## config.mk

```make
export PLATFORM = sky130hd
export DESIGN_NAME = htpe_ctrl
export DESIGN_NICKNAME = d
export VERILOG_FILES = /design/src/assert_macros.svh /design/src/htpe_pkg.sv /design/src/htpe_ctrl.sv
export SDC_FILE = /design/constraint.sdc
export NUM_CORES = 1
export LEC_CHECK = 0
export ABC_AREA = 1
export BUFFER_PORTS_ARGS = -buffer_cell sky130_fd_sc_hd__buf_4
export CORE_AREA = 10 10 47 49
export CTS_BUF_LIST = sky130_fd_sc_hd__clkbuf_8 sky130_fd_sc_hd__clkbuf_16
export DETAILED_ROUTE_END_ITERATION = 12
export DIE_AREA = 0 0 57 59
export PLACE_DENSITY = 0.3
export SLEW_MARGIN = 20
export SYNTH_ARGS = -nofsm -noshare
export SYNTH_HDL_FRONTEND = slang
export SYNTH_SLANG_ARGS = --single-unit
```

## constraint.sdc

```tcl
create_clock -name clk -period 0.8 [get_ports clk]
set_input_delay 0.12 -clock clk [delete_from_list [all_inputs] [get_ports clk]]
set_output_delay 0.12 -clock clk [all_outputs]
set_load 0.02 [all_outputs]
```

## src/assert_macros.svh

```systemverilog
// Assertion macros used by the hash table probe engine datapath.
`ifndef ASSERT_MACROS_SVH
`define ASSERT_MACROS_SVH

// Same-cycle implication, disabled while reset is asserted.
`define ASSERT_IMPL(lbl, clk, rst_n, ante, cons) \
  lbl: assert property (@(posedge clk) disable iff (!rst_n) (ante) |-> (cons)) \
    else $error("%m: implication check failed");

// Next-cycle implication, disabled while reset is asserted.
`define ASSERT_NEXT(lbl, clk, rst_n, ante, cons) \
  lbl: assert property (@(posedge clk) disable iff (!rst_n) (ante) |=> (cons)) \
    else $error("%m: next-cycle check failed");

`endif

```

## src/htpe_pkg.sv

```systemverilog
// Shared types and constants of the hash table probe engine.
package htpe_pkg;

  // Default table geometry
  localparam int unsigned CAPACITY_DEF   = 1024;
  localparam int unsigned DATA_WIDTH_DEF = 64;

  // Fixed port widths
  localparam int unsigned KEY_W      = 64;
  localparam int unsigned DATA_OUT_W = 64;
  localparam int unsigned CNT_OUT_W  = 11;

  // Command codes
  localparam logic CMD_INSERT = 1'b0;
  localparam logic CMD_LOOKUP = 1'b1;

  // Controller states
  typedef enum logic [1:0] {
    ST_CLEAR,
    ST_IDLE,
    ST_PROBE
  } htpe_state_t;

  // Controller to datapath commands
  typedef struct packed {
    logic load;    // capture a new operation, read its home slot
    logic step;    // advance the probe sequence, read the next slot
    logic finish;  // commit the operation and present its result
    logic clear;   // clear one slot of the table
  } htpe_cmd_t;

  // Datapath to controller status
  typedef struct packed {
    logic cont;      // probe sequence must go on
    logic clr_last;  // clearing pass is at the final slot
  } htpe_sts_t;

endpackage

```

## src/htpe_ctrl.sv

```systemverilog
// Controller state machine of the hash table probe engine.
module htpe_ctrl (
  input  logic                clk,
  input  logic                rst_n,
  input  logic                start,
  output logic                busy,
  output htpe_pkg::htpe_cmd_t cmd,
  input  htpe_pkg::htpe_sts_t sts
);
  import htpe_pkg::*;

  htpe_state_t state_r;
  htpe_state_t state_nxt;

  // State register; reset starts the clearing pass
  always_ff @(posedge clk) begin
    if (!rst_n) begin
      state_r <= ST_CLEAR;
    end else begin
      state_r <= state_nxt;
    end
  end

  // Next state and commands
  always_comb begin
    state_nxt = state_r;
    cmd       = '0;
    busy      = 1'b1;
    unique case (state_r)
      ST_CLEAR: begin
        cmd.clear = 1'b1;
        if (sts.clr_last) begin
          state_nxt = ST_IDLE;
        end
      end
      ST_IDLE: begin
        busy = 1'b0;
        if (start) begin
          cmd.load  = 1'b1;
          state_nxt = ST_PROBE;
        end
      end
      ST_PROBE: begin
        if (sts.cont) begin
          cmd.step = 1'b1;
        end else begin
          cmd.finish = 1'b1;
          state_nxt  = ST_IDLE;
        end
      end
      default: begin
        state_nxt = ST_IDLE;
      end
    endcase
  end

endmodule

```

==> reports/results.txt <==
Slew Limit Fails -> 0
Ports -> 10
PortBufs -> 9
FMAX -> 986 MHz
Mapped Area -> 118 sq um
FF+latch count, synth -> 2
Worst Path Arrival -> 0.89 ns
Crit start category -> register
Pwr dens -> 1970 mW/mm^2
Final Setup Violations -> 7
Biggest register -> state_r
RSZ-0062 raised after global routing -> yes
Failing checks -> negative setup slack
Core Util, Final -> 24.1%
Worst path max stage delay -> 0.35 ns
Htree depth -> 1
Fin crit share -> 127%
Post-DRT Antenna Nets -> 0
Share of cells above drive strength 1 -> 88.2%
Final #Nets -> 41
Area growth from synthesis to layout -> 187%
CP required -> 0.68 ns
Routability Congestion -> 0.626
Die Area -> 0.00336 sq mm
Slew @ Worst Pin -> 0.115 ns
Yosys warns -> 0
Syn Nets -> 23
Status -> finished, violations left
Crit path time final -> 1.01 ns
Worst-path maximum fanout -> 3
Vias per cell -> 3.26
P_leak -> 0.166 nW
DR WL/cell -> 9.68 um
DR iter-0 viols -> 2
Finished Cell Area -> 338 sq um
First-pass GRT wire length -> 800 um
CP endpoint kind -> output pin
Drt drc -> 0
Max-cap violations -> 0
Remaining Overflow, GRT -> 0
Initial Util -> 8.39%
Relative slew slack -> 92.3%
Maximum vdd drop -> 554 uV
CP Class -> register to output pin
Slowest CP cell -> dfxtp_4
Skew final -> 0.000107 ns
Fillers -> 161
Largest net degree at the start of global routing -> 6
Avg Cell Area, Syn -> 6.53 sq um
Cell Area, Placed -> 220 sq um
Total CTS buffers -> 3
Clk buf depth -> 2
Clk pin slew, worst setup/hold paths -> 0.03 ns
DR vias -> 163
Pre-antenna DRT Iters -> 3
CTS tree -> yes
Core ar. -> 0.00140 sq mm
GR Util All Layers -> 3.46%
Seq/Total Area, Yosys -> 34.0%
CP Cell Sequence -> buf_6 -> nor2_4 -> buf_6
Most used cell, CP -> buf_6
Regs by FF count -> state_r (2)
Vias in the first global route -> 201
PnR worst setup slack -> -0.214 ns
Final hold violation count -> 0
Post-synthesis cell type count -> 8
ANT cells -> 0
Die Ht -> 59 um
Clock latency on the worst-skew pair -> 0.21 ns
Min-delay worst type -> input port to register
Die W -> 57 um
Final wirelength -> 484 um
CTS Sinks -> 2
Cells after Synth -> 18
Antenna violations before repair -> 0
Max FFs per register -> 2
Final Power -> 0.667 mW
FP Rows -> 14
CTS root buf -> clkbuf_8
[path summary, 6_finish.rpt]
path                    from          to  slack [ns]  cells past startpoint
setup / recovery  state_r[1]      cmd[0]       -0.21                      3
hold reg to reg   state_r[0]  state_r[1]        0.64                      3
hold / removal         rst_n  state_r[1]        0.15                      3
setup reg to reg  state_r[0]  state_r[0]       -0.15                      6
[synth_stat cells]
master | instances | share of area (%)
inv_1 | 6 | 19
nor2_2 | 1 | 5.3
nand2_1 | 4 | 13
nor2_1 | 1 | 3.2
a21oi_1 | 1 | 4.3
dfxtp_1 | 2 | 34
nor3_1 | 1 | 4.3
nand3_2 | 2 | 17
[cell families (layout without fill, tap and decap cells)]
kind of cell	count (synthesis)	count (layout)	synth area share (%)
compound gates	1	1	4.25
simple gates	9	9	42.5
buf+inv	6	22	19.1
flops	2	2	34.0
[power by group]
group | total [mW] | internal (mW) | switching (mW) | leakage, nW
Clock | 0.392 | 0.318 | 0.0744 | 0.0216
Combinational | 0.149 | 0.0790 | 0.0701 | 0.127
Sequential | 0.126 | 0.108 | 0.0180 | 0.0178
Total | 0.667 | 0.505 | 0.162 | 0.166
[layer usage]
layer  vias to the layer above  track usage (%)  wire length, um
met5                         -                0                0
met4                         0             3.02                0
met1                        68             3.08              207
met2                        10             3.10              158
met3                         0             5.36              118
li1                         85                -                -
[area by class of cell]
cell class	instances	area, sq um	share of cell area, %
clock buffers	3	41.3	12.2
inverters	6	25.0	7.41
multi-input cells	10	83.8	24.8
flip-flops and latches	2	47.5	14.1
well taps	16	20.0	5.93
repair buffers	13	120	35.6
[cell usage in the layout, fill, tap and decap left out, drive strengths merged]
master	instances
buf	13
inv	6
nand2	4
clkbuf	3
dfxtp	2
nand3	2
nor2	2
a21oi	1
nor3	1
[per-stage QoR]
stage | setup slack, ns | hold slack (ns) | cells | TNS [ns]
final | -0.214 | 0.152 | 50 | -1.20
after floorplan | -0.0516 | 0.229 | 18 | -0.0963
after detailed placement | -0.0909 | 0.359 | 44 | -0.250
after CTS | -0.209 | 0.145 | 49 | -1.23
after global placement | -0.0609 | 0.355 | 44 | -0.190
after global routing | -0.252 | 0.163 | 50 | -1.49
[worst max-delay path: cells and delay by family (launching register included)]
kind / cells / cell delay, ns
buffers and inverters: 2 / 0.24
DFF: 1 / 0.35
and+or+nand+nor: 1 / 0.10
[repair_timing]
item / 4_1_cts / 5_1_grt
buffers inserted: 2 / 1
gates resized for setup: 16 / 4
pin swaps: 2 / 1
hold buffers: 0 / 0
setup endpoints to repair: 6 / 7
No activity file was read; power rests on OpenSTA's default activity.
